[src/design/dlps_pkg.sv]
// shared types and constants of the dijet leading-pair selector
package dlps_pkg;

    // field widths
    localparam int unsigned MOM_W   = 20;
    localparam int unsigned ENE_W   = 19;
    localparam int unsigned PT2_W   = 40;
    localparam int unsigned PZ2_W   = 39;
    localparam int unsigned FAC_W   = 16;
    localparam int unsigned MASS_W  = 42;
    localparam int unsigned M2_W    = 43;
    localparam int unsigned CNT_W   = 8;
    localparam int unsigned OPD_W   = 21;
    localparam int unsigned PROD_W  = 2 * OPD_W;
    localparam int unsigned ACC_W   = 57;
    localparam int unsigned HALF_W  = 20;

    // configuration register indexes
    localparam int unsigned CFG_IDX_W = 2;
    localparam logic [CFG_IDX_W-1:0] CFG_ETA_FACTOR = 2'd0;
    localparam logic [CFG_IDX_W-1:0] CFG_PT_MIN     = 2'd1;
    localparam logic [CFG_IDX_W-1:0] CFG_MASS_MAX   = 2'd2;

    // reset values of the configuration registers
    localparam logic [FAC_W-1:0]  ETA_FACTOR_RST = 16'd9371;
    localparam logic [PT2_W-1:0]  PT_MIN_RST     = 40'd25600;
    localparam logic [MASS_W-1:0] MASS_MAX_RST   = 42'd16000000;

    localparam logic [CNT_W-1:0] CNT_MAX = 8'hFF;

    // one jet four-vector
    typedef struct packed {
        logic signed [MOM_W-1:0] px;
        logic signed [MOM_W-1:0] py;
        logic signed [MOM_W-1:0] pz;
        logic        [ENE_W-1:0] energy;
    } jet_t;

    // control of the shared multiply-accumulate unit
    typedef struct packed {
        logic en;       // update the accumulator
        logic clear;    // start from zero instead of the accumulator
        logic sub;      // subtract the product instead of adding it
        logic shift;    // weight the product by 2^HALF_W
    } mac_op_t;

    // control of the leading-pair store
    typedef struct packed {
        logic take;     // a jet has finished its cut evaluation
        logic eta_pass; // that jet passed the eta cut
        logic clear;    // event reported, drop all event state
    } store_upd_t;

endpackage

[src/design/dlps_mac.sv]
// shared signed multiply-accumulate unit
module dlps_mac (
    input  logic                                  clk,
    input  logic signed [dlps_pkg::OPD_W-1:0]     op_a,
    input  logic signed [dlps_pkg::OPD_W-1:0]     op_b,
    input  dlps_pkg::mac_op_t                     op,
    output logic signed [dlps_pkg::ACC_W-1:0]     acc
);
    import dlps_pkg::*;

    logic signed [PROD_W-1:0] prod;
    logic signed [ACC_W-1:0]  term;
    logic signed [ACC_W-1:0]  base;
    logic signed [ACC_W-1:0]  acc_reg;
    logic signed [ACC_W-1:0]  acc_next;

    // product, optionally weighted by the upper half position
    always_comb
    begin
        prod = PROD_W'(op_a) * PROD_W'(op_b);
        term = ACC_W'(prod);
        if (op.shift)
        begin
            term = term <<< HALF_W;
        end
        base = op.clear ? '0 : acc_reg;
        acc_next = op.sub ? (base - term) : (base + term);
    end

    // accumulator
    always_ff @(posedge clk)
    begin
        if (op.en)
        begin
            acc_reg <= acc_next;
        end
    end

    assign acc = acc_reg;

endmodule

[src/design/dlps_pair_store.sv]
// per-event counts and the two highest-pt selected jets
module dlps_pair_store (
    input  logic                             clk,
    input  logic                             rst_n,
    input  dlps_pkg::jet_t                   jet,
    input  logic [dlps_pkg::PT2_W-1:0]       jet_pt2,
    input  logic [dlps_pkg::PT2_W-1:0]       pt_min,
    input  dlps_pkg::store_upd_t             upd,
    output dlps_pkg::jet_t                   lead,
    output dlps_pkg::jet_t                   second,
    output logic [dlps_pkg::PT2_W-1:0]       lead_pt2,
    output logic [dlps_pkg::PT2_W-1:0]       second_pt2,
    output logic [dlps_pkg::CNT_W-1:0]       sel_count,
    output logic [dlps_pkg::CNT_W-1:0]       eta_count
);
    import dlps_pkg::*;

    jet_t             lead_reg, lead_next;
    jet_t             second_reg, second_next;
    logic [PT2_W-1:0] lead_pt2_reg, lead_pt2_next;
    logic [PT2_W-1:0] second_pt2_reg, second_pt2_next;
    logic [CNT_W-1:0] sel_cnt_reg, sel_cnt_next;
    logic [CNT_W-1:0] eta_cnt_reg, eta_cnt_next;
    logic             selected;

    // cut decision and ranking against the kept jets
    always_comb
    begin
        lead_next       = lead_reg;
        second_next     = second_reg;
        lead_pt2_next   = lead_pt2_reg;
        second_pt2_next = second_pt2_reg;
        sel_cnt_next    = sel_cnt_reg;
        eta_cnt_next    = eta_cnt_reg;
        selected        = upd.take && upd.eta_pass && (jet_pt2 > pt_min);
        if (upd.clear)
        begin
            lead_next       = '0;
            second_next     = '0;
            lead_pt2_next   = '0;
            second_pt2_next = '0;
            sel_cnt_next    = '0;
            eta_cnt_next    = '0;
        end
        else
        begin
            if (upd.take && upd.eta_pass && eta_cnt_reg != CNT_MAX)
            begin
                eta_cnt_next = eta_cnt_reg + 1'b1;
            end
            if (selected && sel_cnt_reg != CNT_MAX)
            begin
                sel_cnt_next = sel_cnt_reg + 1'b1;
            end
            // strictly greater: the earlier jet keeps its place on a tie
            if (selected && jet_pt2 > lead_pt2_reg)
            begin
                second_next     = lead_reg;
                second_pt2_next = lead_pt2_reg;
                lead_next       = jet;
                lead_pt2_next   = jet_pt2;
            end
            else if (selected && jet_pt2 > second_pt2_reg)
            begin
                second_next     = jet;
                second_pt2_next = jet_pt2;
            end
        end
    end

    // event state
    always_ff @(posedge clk or negedge rst_n)
    begin
        if (!rst_n)
        begin
            lead_reg       <= '0;
            second_reg     <= '0;
            lead_pt2_reg   <= '0;
            second_pt2_reg <= '0;
            sel_cnt_reg    <= '0;
            eta_cnt_reg    <= '0;
        end
        else
        begin
            lead_reg       <= lead_next;
            second_reg     <= second_next;
            lead_pt2_reg   <= lead_pt2_next;
            second_pt2_reg <= second_pt2_next;
            sel_cnt_reg    <= sel_cnt_next;
            eta_cnt_reg    <= eta_cnt_next;
        end
    end

    assign lead       = lead_reg;
    assign second     = second_reg;
    assign lead_pt2   = lead_pt2_reg;
    assign second_pt2 = second_pt2_reg;
    assign sel_count  = sel_cnt_reg;
    assign eta_count  = eta_cnt_reg;

endmodule

[src/design/dijet_leading_pair_selector.sv]
// top level: sequencer, operand selection, configuration and result register
//
// Jets of one event arrive one word at a time; a word with tlast ends the event and
// produces one result word. All products (px^2, py^2, pz^2, the eta factor times pt^2
// in two halves, and the four terms of the pair mass) go through a single 21x21
// signed multiply-accumulate unit, one product per cycle, and the block takes no new
// word while it works. A jet word steps through PX, PY, PZ, FLO, FHI and DEC; a word with
// tlast then (or straight away, without a jet) steps through SX, SY, SZ, SE for the pair
// mass and OUT for the result load; a word with neither a jet nor tlast leaves it idle. Jets
// beyond MAX_JETS in one event are ignored. The result waits in an output register,
// so new jets are taken while it is pending; only the next result load waits for it.
module dijet_leading_pair_selector #(
    parameter int unsigned MAX_JETS = 128
) (
    input  logic                                clk,
    input  logic                                rst_n,
    // slave side: jet words
    input  logic                                s_tvalid,
    output logic                                s_tready,
    input  logic [79:0]                         s_tdata,  // jet_px, jet_py, jet_pz, jet_energy
    input  logic                                s_tuser,  // jet_present
    input  logic                                s_tlast,  // event_last
    // master side: event result words
    output logic                                m_tvalid,
    input  logic                                m_tready,
    // selected_count, eta_pass_count, pair_found, pair_mass_squared, mass_pass,
    // lead_pt_squared, second_pt_squared
    output logic [143:0]                        m_tdata,
    // configuration writes
    input  logic                                cfg_valid,
    output logic                                cfg_ready,
    input  logic [dlps_pkg::CFG_IDX_W-1:0]      cfg_index,
    input  logic [dlps_pkg::MASS_W-1:0]         cfg_data
);
    import dlps_pkg::*;

    localparam int unsigned JW = $clog2(MAX_JETS + 1);

    typedef enum logic [11:0] {
        ST_IDLE  = 12'b0000_0000_0001,
        ST_PX    = 12'b0000_0000_0010,
        ST_PY    = 12'b0000_0000_0100,
        ST_PZ    = 12'b0000_0000_1000,
        ST_FLO   = 12'b0000_0001_0000,
        ST_FHI   = 12'b0000_0010_0000,
        ST_DEC   = 12'b0000_0100_0000,
        ST_SX    = 12'b0000_1000_0000,
        ST_SY    = 12'b0001_0000_0000,
        ST_SZ    = 12'b0010_0000_0000,
        ST_SE    = 12'b0100_0000_0000,
        ST_OUT   = 12'b1000_0000_0000
    } state_t;

    state_t                   state_reg, state_next;
    logic [JW-1:0]            jets_seen_reg, jets_seen_next;

    // configuration
    logic [FAC_W-1:0]         eta_factor_reg;
    logic [PT2_W-1:0]         pt_min_reg;
    logic [MASS_W-1:0]        mass_max_reg;

    // captured word and intermediate squares
    jet_t                     jet_reg;
    logic                     last_reg;
    logic [PT2_W-1:0]         pt2_reg;
    logic [PZ2_W-1:0]         pz2_reg;

    // result register
    logic                     out_valid_reg, out_valid_next;
    logic [CNT_W-1:0]         out_sel_reg;
    logic [CNT_W-1:0]         out_eta_reg;
    logic                     out_pair_reg;
    logic signed [M2_W-1:0]   out_m2_reg;
    logic                     out_pass_reg;
    logic [PT2_W-1:0]         out_lead_pt2_reg;
    logic [PT2_W-1:0]         out_second_pt2_reg;

    // datapath nets
    logic                     in_accept;
    logic                     jet_room;
    logic                     out_load;
    logic                     eta_pass;
    logic                     pair;
    logic                     mass_pass;
    logic signed [OPD_W-1:0]  op_a, op_b;
    mac_op_t                  mac_op;
    logic signed [ACC_W-1:0]  acc;
    store_upd_t               upd;
    jet_t                     lead, second;
    logic [PT2_W-1:0]         lead_pt2, second_pt2;
    logic [CNT_W-1:0]         sel_count, eta_count;
    logic signed [OPD_W-1:0]  sum_x, sum_y, sum_z, sum_e;

    assign s_tready  = (state_reg == ST_IDLE);
    assign in_accept = s_tvalid && s_tready;
    assign jet_room  = (jets_seen_reg < JW'(MAX_JETS));
    assign out_load  = (state_reg == ST_OUT) && (!out_valid_reg || m_tready);
    assign cfg_ready = 1'b1;

    // sequencer
    always_comb
    begin
        state_next = state_reg;
        unique case (state_reg)
            ST_IDLE:
            begin
                if (in_accept)
                begin
                    if (s_tuser && jet_room)
                    begin
                        state_next = ST_PX;
                    end
                    else if (s_tlast)
                    begin
                        state_next = ST_SX;
                    end
                end
            end
            ST_PX:  state_next = ST_PY;
            ST_PY:  state_next = ST_PZ;
            ST_PZ:  state_next = ST_FLO;
            ST_FLO: state_next = ST_FHI;
            ST_FHI: state_next = ST_DEC;
            ST_DEC: state_next = last_reg ? ST_SX : ST_IDLE;
            ST_SX:  state_next = ST_SY;
            ST_SY:  state_next = ST_SZ;
            ST_SZ:  state_next = ST_SE;
            ST_SE:  state_next = ST_OUT;
            ST_OUT:
            begin
                if (out_load)
                begin
                    state_next = ST_IDLE;
                end
            end
            default: state_next = ST_IDLE;
        endcase
    end

    // jets counted in the current event
    always_comb
    begin
        jets_seen_next = jets_seen_reg;
        if (out_load)
        begin
            jets_seen_next = '0;
        end
        else if (in_accept && s_tuser && jet_room)
        begin
            jets_seen_next = jets_seen_reg + 1'b1;
        end
    end

    always_ff @(posedge clk or negedge rst_n)
    begin
        if (!rst_n)
        begin
            state_reg     <= ST_IDLE;
            jets_seen_reg <= '0;
        end
        else
        begin
            state_reg     <= state_next;
            jets_seen_reg <= jets_seen_next;
        end
    end

    // configuration registers
    always_ff @(posedge clk or negedge rst_n)
    begin
        if (!rst_n)
        begin
            eta_factor_reg <= ETA_FACTOR_RST;
            pt_min_reg     <= PT_MIN_RST;
            mass_max_reg   <= MASS_MAX_RST;
        end
        else if (cfg_valid && cfg_ready)
        begin
            unique case (cfg_index)
                CFG_ETA_FACTOR: eta_factor_reg <= cfg_data[FAC_W-1:0];
                CFG_PT_MIN:     pt_min_reg     <= cfg_data[PT2_W-1:0];
                CFG_MASS_MAX:   mass_max_reg   <= cfg_data;
                default:        ;
            endcase
        end
    end

    // captured word and saved squares
    always_ff @(posedge clk)
    begin
        if (in_accept)
        begin
            jet_reg.px     <= s_tdata[19:0];
            jet_reg.py     <= s_tdata[39:20];
            jet_reg.pz     <= s_tdata[59:40];
            jet_reg.energy <= s_tdata[78:60];
            last_reg       <= s_tlast;
        end
        if (state_reg == ST_PZ)
        begin
            pt2_reg <= acc[PT2_W-1:0];
        end
        if (state_reg == ST_FLO)
        begin
            pz2_reg <= acc[PZ2_W-1:0];
        end
    end

    // component sums of the leading pair
    assign sum_x = {lead.px[MOM_W-1], lead.px} + {second.px[MOM_W-1], second.px};
    assign sum_y = {lead.py[MOM_W-1], lead.py} + {second.py[MOM_W-1], second.py};
    assign sum_z = {lead.pz[MOM_W-1], lead.pz} + {second.pz[MOM_W-1], second.pz};
    assign sum_e = {2'b00, lead.energy} + {2'b00, second.energy};

    // operand selection and accumulator control per step
    always_comb
    begin
        op_a   = '0;
        op_b   = '0;
        mac_op = '{en: 1'b0, clear: 1'b0, sub: 1'b0, shift: 1'b0};
        unique case (state_reg)
            ST_PX:
            begin
                op_a   = {jet_reg.px[MOM_W-1], jet_reg.px};
                op_b   = op_a;
                mac_op = '{en: 1'b1, clear: 1'b1, sub: 1'b0, shift: 1'b0};
            end
            ST_PY:
            begin
                op_a   = {jet_reg.py[MOM_W-1], jet_reg.py};
                op_b   = op_a;
                mac_op = '{en: 1'b1, clear: 1'b0, sub: 1'b0, shift: 1'b0};
            end
            ST_PZ:
            begin
                op_a   = {jet_reg.pz[MOM_W-1], jet_reg.pz};
                op_b   = op_a;
                mac_op = '{en: 1'b1, clear: 1'b1, sub: 1'b0, shift: 1'b0};
            end
            ST_FLO:
            begin
                op_a   = {5'b0, eta_factor_reg};
                op_b   = {1'b0, pt2_reg[HALF_W-1:0]};
                mac_op = '{en: 1'b1, clear: 1'b1, sub: 1'b0, shift: 1'b0};
            end
            ST_FHI:
            begin
                op_a   = {5'b0, eta_factor_reg};
                op_b   = {1'b0, pt2_reg[PT2_W-1:HALF_W]};
                mac_op = '{en: 1'b1, clear: 1'b0, sub: 1'b0, shift: 1'b1};
            end
            ST_SX:
            begin
                op_a   = sum_x;
                op_b   = sum_x;
                mac_op = '{en: 1'b1, clear: 1'b1, sub: 1'b1, shift: 1'b0};
            end
            ST_SY:
            begin
                op_a   = sum_y;
                op_b   = sum_y;
                mac_op = '{en: 1'b1, clear: 1'b0, sub: 1'b1, shift: 1'b0};
            end
            ST_SZ:
            begin
                op_a   = sum_z;
                op_b   = sum_z;
                mac_op = '{en: 1'b1, clear: 1'b0, sub: 1'b1, shift: 1'b0};
            end
            ST_SE:
            begin
                op_a   = sum_e;
                op_b   = sum_e;
                mac_op = '{en: 1'b1, clear: 1'b0, sub: 1'b0, shift: 1'b0};
            end
            default: ;
        endcase
    end

    dlps_mac u_mac (
        .clk  (clk),
        .op_a (op_a),
        .op_b (op_b),
        .op   (mac_op),
        .acc  (acc)
    );

    // eta cut: 256*pz^2 < factor*pt^2
    assign eta_pass = ({{(ACC_W - PZ2_W - 9){1'b0}}, pz2_reg, 8'b0} < acc[ACC_W-2:0]);

    assign upd = '{take: (state_reg == ST_DEC), eta_pass: eta_pass, clear: out_load};

    dlps_pair_store u_store (
        .clk        (clk),
        .rst_n      (rst_n),
        .jet        (jet_reg),
        .jet_pt2    (pt2_reg),
        .pt_min     (pt_min_reg),
        .upd        (upd),
        .lead       (lead),
        .second     (second),
        .lead_pt2   (lead_pt2),
        .second_pt2 (second_pt2),
        .sel_count  (sel_count),
        .eta_count  (eta_count)
    );

    // pair mass cut, a negative mass squared passes
    assign pair      = (sel_count >= CNT_W'(2));
    assign mass_pass = pair && (acc < $signed({{(ACC_W - MASS_W){1'b0}}, mass_max_reg}));

    // result register
    always_comb
    begin
        out_valid_next = out_valid_reg;
        if (out_load)
        begin
            out_valid_next = 1'b1;
        end
        else if (m_tready)
        begin
            out_valid_next = 1'b0;
        end
    end

    always_ff @(posedge clk or negedge rst_n)
    begin
        if (!rst_n)
        begin
            out_valid_reg <= 1'b0;
        end
        else
        begin
            out_valid_reg <= out_valid_next;
        end
    end

    always_ff @(posedge clk)
    begin
        if (out_load)
        begin
            out_sel_reg        <= sel_count;
            out_eta_reg        <= eta_count;
            out_pair_reg       <= pair;
            out_m2_reg         <= pair ? acc[M2_W-1:0] : '0;
            out_pass_reg       <= mass_pass;
            out_lead_pt2_reg   <= lead_pt2;
            out_second_pt2_reg <= second_pt2;
        end
    end

    assign m_tvalid = out_valid_reg;
    assign m_tdata  = {3'b000, out_second_pt2_reg, out_lead_pt2_reg, out_pass_reg,
                       out_m2_reg, out_pair_reg, out_eta_reg, out_sel_reg};

`ifndef SYNTHESIS
    // a passing mass needs a pair
    a_pass_needs_pair: assert property (@(posedge clk) disable iff (!rst_n)
        out_valid_reg |-> (!out_pass_reg || out_pair_reg))
        else $error("mass pass reported without a pair");

    // no pair reports a zero mass and an empty second slot
    a_no_pair_zero: assert property (@(posedge clk) disable iff (!rst_n)
        (out_valid_reg && !out_pair_reg) |-> (out_m2_reg == '0 && out_second_pt2_reg == '0))
        else $error("mass or second pt set without a pair");

    // selected jets are a subset of eta-passing jets
    a_sel_le_eta: assert property (@(posedge clk) disable iff (!rst_n)
        out_valid_reg |-> (out_sel_reg <= out_eta_reg))
        else $error("selected count above eta count");

    // a report clears the event state
    a_event_cleared: assert property (@(posedge clk) disable iff (!rst_n)
        out_load |=> (sel_count == '0 && eta_count == '0 && jets_seen_reg == '0))
        else $error("event state not cleared after report");
`endif

endmodule
[config.mk]
export PLATFORM = sky130hd
export DESIGN_NAME = dijet_leading_pair_selector
export DESIGN_NICKNAME = d
export VERILOG_FILES = /design/src/design/dlps_pkg.sv /design/src/design/dlps_mac.sv /design/src/design/dlps_pair_store.sv /design/src/design/dijet_leading_pair_selector.sv
export SDC_FILE = /design/constraint.sdc
export NUM_CORES = 2
export LEC_CHECK = 0
export ABC_AREA = 1
export ABC_CLOCK_PERIOD_IN_PS = 18000
export BUFFER_PORTS_ARGS = -buffer_cell sky130_fd_sc_hd__buf_2
export CAP_MARGIN = 20
export CORE_ASPECT_RATIO = 0.8
export CORE_MARGIN = 4
export CORE_UTILIZATION = 49
export DETAILED_ROUTE_END_ITERATION = 8
export PLACE_DENSITY = 0.75
export SYNTH_ARGS = -nofsm -noshare
export SYNTH_HDL_FRONTEND = slang
export SYNTH_HIERARCHICAL = 1
export SYNTH_SLANG_ARGS = --single-unit
[constraint.sdc]
create_clock -name clk -period 18 [get_ports clk]
set_input_delay 0.9 -clock clk [delete_from_list [all_inputs] [get_ports clk]]
set_output_delay 0.9 -clock clk [all_outputs]
set_load 0.01 [all_outputs]
=== After elaboration in Yosys (flattened, before gate mapping) ===
Cells that the tools add are included.
W data, S select, Z words.

* Bits in registers: 730
* Input bits: 131

* $add $sub $neg: 9
* $mul: 1
* Order comparisons: 7
* Eq/ne operators: 19
* Mux-type cells: 30
* Reductions and logical operators: 29

{| class="wikitable"
|+ Operator list
! kind !! count
|-
| $mux W79 || 5
|-
| $mux W40 || 5
|-
| $pmux W21 S9 || 1
|-
| $mux W57 || 3
|-
| $pmux W21 S8 || 1
|-
| $pmux W12 S12 || 1
|-
| $gt A40 B40 Y1 || 3
|-
| $add A20 B20 Y21 || 3
|-
| $add A57 B57 Y57 || 1
|-
| $lt A57 B43 Y1 || 1
|-
| $sub A57 B57 Y57 || 1
|-
| $lt A47 B56 Y1 || 1
|-
| $mux W8 || 7
|-
| $mux W12 || 4
|-
| $mul A21 B21 Y42 || 1
|-
| $add A8 B1 Y8 const B || 3
|-
| $add A19 B19 Y20 || 1
|-
| $pmux W4 S5 || 1
|-
| $ne A8 B8 Y1 const B || 2
|-
| $eq A12 B1 Y1 const B || 1
|-
| $eq A12 B10 Y1 const B || 1
|-
| $eq A12 B11 Y1 const B || 1
|-
| $eq A12 B12 Y1 const B || 1
|-
| $eq A12 B2 Y1 const B || 1
|-
| 25 further kinds || 45
|}

=== Logic depth before layout (Yosys ltp) ===
* Word-level depth: 7
* Gate-level depth with buffers: 68
* Mapped depth without buffers: 67

=== Hierarchy ===
The synthesis kept the hierarchy.

{| class="wikitable"
|+ By module, submodules not included
! module !! instances !! cells an instance !! area each (µm²)
|-
| dlps_mac || 1 || 3,905 || 26,724.4
|-
| dijet_leading_pair_selector || 1 || 2,491 || 22,506.6
|-
| dlps_pair_store || 1 || 2,075 || 15,257.1
|}

=== Least setup slack after synthesis ===
No wires, ideal clock.

* Kind: register to register
* Start point: register u_store.lead_reg, in the netlist u_store/lead[21]
* End point: register u_mac.acc_reg[54], in the netlist u_mac/acc[54] (data pin)
* Library setup time: 262 ps
* Data arrival time: 10,082 ps
* Data required time: 17,738 ps
* Slack: 7,655 ps
* Cell stages (with the launch flop): 58
* Buffers on the path: 1
* Period minus slack after synthesis: 10,345 ps
* Path through: dfrtp_1 ha_1 nand2_1 nand3_1 nand2_1 nand2_1 or2_2 nand3_1 nand4_1 nor2_1 nand3b_1 clkbuf_1 nand2_1 inv_1 fa_1 inv_1 fa_1 inv_1 [... 22 more ...] nand2_1 nor2_2 nand3_1 xor2_1 nand2_1 nand2_1 ha_1 a21oi_1 inv_1 a31oi_1 o21ai_0 a21oi_1 nand3_1 a21o_1 a21oi_1 inv_1 a21oi_1 xor2_1

* Cells in the longest elaborated chain, start to end: 6
* Elaborated cells on any way between the ends: 8

{| class="wikitable"
|+ RTL lines
! element !! RTL line !! RTL
|-
| from (decl) || dlps_pair_store.sv:18 || <nowiki>jet_t lead_reg, lead_next;</nowiki>
|-
| from (signal assigned) || dlps_pair_store.sv:85 || <nowiki>lead_reg <= lead_next;</nowiki>
|-
| $add A20 B20 Y21 * || dijet_leading_pair_selector.sv:212 || <nowiki>assign sum_z = {lead.pz[MOM_W-1], lead.pz} + {second.pz[MOM_W-1], second.pz};</nowiki>
|-
| $pmux W21 S9 * || dijet_leading_pair_selector.sv:221 || <nowiki>unique case (state_reg)</nowiki>
|-
| named net op_b[5] || dijet_leading_pair_selector.sv:85 || <nowiki>logic signed [OPD_W-1:0] op_a, op_b;</nowiki>
|-
| $mul A21 B21 Y42 * || dlps_mac.sv:20 || <nowiki>prod = PROD_W'(op_a) * PROD_W'(op_b);</nowiki>
|-
| $mux W57 * || dlps_mac.sv:22 || <nowiki>if (op.shift)</nowiki>
|-
| $add A57 B57 Y57 or $sub A57 B57 Y57 (tied branches) || dlps_mac.sv:27 || <nowiki>acc_next = op.sub ? (base - term) : (base + term);</nowiki>
|-
| $mux W57 * || dlps_mac.sv:27 ||
|-
| named net u_mac.acc_next[54] || dlps_mac.sv:15 || <nowiki>logic signed [ACC_W-1:0] acc_next;</nowiki>
|-
| to (signal assigned) || dlps_mac.sv:35 || <nowiki>acc_reg <= acc_next;</nowiki>
|-
| to (decl) || dlps_mac.sv:14 || <nowiki>logic signed [ACC_W-1:0] acc_reg;</nowiki>
|}

Mark *: on every way through the listed nets, which the timed path passes. The rest lies on a longest branch.
A chain may end at the register's enable or synchronous reset.

=== Worst setup path after layout ===
* Start point: register state_reg[0]
* End point: register u_mac.acc_reg[54], in the netlist u_mac/acc[54] (data pin)

* Cells in the longest elaborated chain, start to end: 7
* Elaborated cells on any way between the ends: 22

{| class="wikitable"
|+ RTL lines
! element !! RTL line !! RTL
|-
| from (decl) || dijet_leading_pair_selector.sv:54 || <nowiki>state_t state_reg, state_next;</nowiki>
|-
| from (signal assigned) || dijet_leading_pair_selector.sv:163 || <nowiki>state_reg <= state_next;</nowiki>
|-
| $eq A12 B5 Y1 or $eq A12 B6 Y1 (tied branches) || dijet_leading_pair_selector.sv:221 ||
|-
| $reduce_or A2 Y1 (no source line) || n/a ||
|-
| $pmux W21 S8 * || dijet_leading_pair_selector.sv:221 ||
|-
| named net op_a[20] || dijet_leading_pair_selector.sv:85 ||
|-
| $mul A21 B21 Y42 * || dlps_mac.sv:20 ||
|-
| $mux W57 * || dlps_mac.sv:22 ||
|-
| $add A57 B57 Y57 or $sub A57 B57 Y57 (tied branches) || dlps_mac.sv:27 ||
|-
| $mux W57 * || dlps_mac.sv:27 ||
|-
| named net u_mac.acc_next[54] || dlps_mac.sv:15 ||
|}

Marks and branches as above.

==> flow_summary.json <==
{
  "via_per_inst": 5.55,
  "grt_usage_pct": 31.5,
  "drc": 0,
  "ctsHoldBuffers": 0,
  "critical_path_arrival_ns": 13.92,
  "layout.nets": 9656,
  "multi_input_area_um2": 37000,
  "cts_tree": "built",
  "antenna_found_initial": 11,
  "core.rowCount": 118,
  "synth_top_area_cell": "edfxtp_1",
  "place_inst": 10300,
  "timing.rr.start": "state_reg[0]",
  "synthesis.area_um2": 64500,
  "whs_ns": 0.228,
  "seq_area_frac_synth_pct": 31.1,
  "status": "finished clean",
  "synth.top_cell.area_share_pct": 16.6,
  "rsz0062_at_grt": "false",
  "dp_slack_ns": 4.70,
  "grt_max_degree": 166,
  "final_cells": 10400,
  "placed_area_um2": 67400,
  "dieArea_um2": 138000,
  "finalCritPeriodShare_pct": 74.7,
  "ys_seq_elements": 730,
  "gp_congestion": 0.988,
  "cts_sinks": 730,
  "syn_avg_cell_area_um2": 7.61,
  "r2r_slack_ns": 4.55,
  "portBuffers": 272,
  "synth-edff-count": 357,
  "post-route-util_pct": 54.0,
  "worstSetupStartpointType": "register",
  "synthDistinctLibCells": 64,
  "r2r_cells": 54,
  "drive_gt1_share_pct": 7.65,
  "netlist_instances": 8471,
  "finalHoldViolations": 0,
  "timing.fmax_ghz": 0.0743,
  "cp_slowest_stage_delay_ns": 0.76,
  "start_util_pct": 49.6,
  "leakage_nw": 38.1,
  "wire_per_inst_um": 20.8,
  "powerDensity_nw_per_um2": 80.2,
  "synthTopCellsByArea": "edfxtp_1 (17%), fa_1 (14%), nand2_1 (14%), dfrtp_1 (14%), inv_1 (9.5%)",
  "setup_viol": 0,
  "tightest_slew_ns": 1.13,
  "fin_tns_setup_ns": 0,
  "clkLatencyLatePin_ns": 0.73,
  "path_class": "register to register",
  "chipWidth_um": 414,
  "stdcell_area_um2": 70300,
  "final_max_slew_viol_count": 0,
  "grt_overflow": 0,
  "vdd_drop_max_mv": 0.116,
  "syn_to_final_growth_pct": 8.99,
  "cts-root-buf": "clkbuf_16",
  "slowest_stage": "fa_1",
  "setup_ws_ns": 4.55,
  "cts-buffers-inserted": 79,
  "seq_area_um2": 20100,
  "relSlewSlack_pct": 24.5,
  "core-area_um2": 130000,
  "hp-class": "primary input to asynchronous set/reset pin",
  "cts_max_level": 3,
  "max-cap-violations": 0,
  "die_h_um": 332,
  "critPathMaxFanout": 21,
  "grt_pass1_vias": 55600,
  "post-dp-hpwl_um": 169000,
  "wl_um": 217000,
  "vias": 57900,
  "min_period_ns": 13.45,
  "io_pins": 278,
  "async_reset_ff_share_pct": 51.1,
  "total_power_mw": 5.64,
  "grt_pass1_wl_um": 333000,
  "postCtsSetupBuffers": 0,
  "yosysWarnings": 6,
  "end_kind": "register",
  "ant_nets": 0,
  "fin_skew_ns": 0.0688,
  "cts_buffer_depth": 3,
  "clkTransAtPathRegs_ns": 0.06,
  "fillers": 12100,
  "drt_iter0_drc": 7132,
  "cpMostUsedCell": "nand2_1",
  "r2r-end": "u_mac/acc[54]",
  "crit_required_ns": 18.47,
  "cts-resized-gates": 0,
  "first_pass_iters": 7,
  "synthFlopType": "edfxtp_1"
}
[synth_stat cells, drive strengths merged (7+ instances only)]
cell,count
and2,8
dfrtp,355
nor2,589
nand3b,26
edfxtp,357
o21a,11
nand3,789
nor4,10
a22o,18
ha,450
dfstp,18
nor3,47
o31ai,7
or2,23
o21ai,265
inv,1655
o21bai,23
a21o,21
xor2,65
clkbuf,180
nand2,2489
fa,464
a21oi,306
nand4,89
buf,105
a31oi,20
xnor2,44
[layout by cell type (no fill, tap or decap), types with 21 or more instances in the layout]
cell / instances
nand2_1: 2448
inv_1: 1633
nand3_1: 765
nor2_1: 545
fa_1: 464
ha_1: 450
edfxtp_1: 357
dfrtp_1: 355
a21oi_1: 304
buf_2: 271
o21ai_0: 238
nand4_1: 87
clkbuf_16: 80
xor2_1: 65
buf_4: 63
xnor2_1: 44
nor3_1: 40
nand2_2: 38
nor2_2: 35
nand3b_1: 26
nand3_2: 23
o21bai_1: 22
o21ai_1: 22
a21o_1: 21
[per-layer routing]
layer | up-vias | track usage (%) | share of wire [%] | routed length (µm)
met1 | 27900 | 45.9 | 43 | 93400
met4 | 12 | 11.0 | 4.1 | 8800
met3 | 422 | 7.55 | 11 | 24100
met5 | - | 0 | 0.037 | 80
met2 | 2918 | 45.8 | 42 | 90900
li1 | 26600 | - | - | -
[critical path, delay by kind of cell, from the launching register on]
family,cells,cell delay (ns)
xor gates and xnor gates,1,0.09
adders and majority gates,9,4.92
AOI/OAI and AO/OA,8,1.37
DFF,1,0.54
buffers and inverters,11,1.53
and+or+nand+nor,25,4.67
[worst max path at each step]
| stage | from | end | slack [ns] | cells after the start |
|---|---|---|---|---|
| 2_1_floorplan | u_store/lead[21] | u_mac/acc[54] | 7.66 | 57 |
| 3_3_place_gp | u_store/lead[39] | u_mac/acc[51] | 4.81 | 61 |
| 3_5_place_dp | u_store/lead[39] | u_mac/acc[54] | 4.70 | 60 |
| 4_1_cts | u_store/lead[39] | u_mac/acc[54] | 4.69 | 60 |
| 5_1_grt | state_reg[0] | u_mac/acc[54] | 3.82 | 54 |
| 6_report | state_reg[0] | u_mac/acc[54] | 4.55 | 54 |
[power breakdown]
group,internal [mW],switching [mW]
sequential,2.02,0.225
clock,0.993,0.766
combinational,0.551,1.08
[area by class of cell]
class                           instances  area share (%)
Sequential cell                       730            28.6
Inverter                             1660            8.90
Multi-Input combinational cell       5798            52.6
Antenna cell                            4          0.0142
Tap cell                             1740            3.10
Clock buffer                           91            2.95
Clock inverter                         57            1.04
Timing Repair Buffer                  342            2.80
[logic make-up after synthesis]
family	count (synthesis)	share of synthesized area, %
xor gates and xnor gates	109	1.48
buffers and inverters	1945	11.6
AOI/OAI and AO/OA	694	5.95
other	2	0.0116
and+or+nand+nor	4077	26.7
DFF	730	31.1
adders and majority gates	914	23.1
No activity file was read; power rests on OpenSTA's default activity.
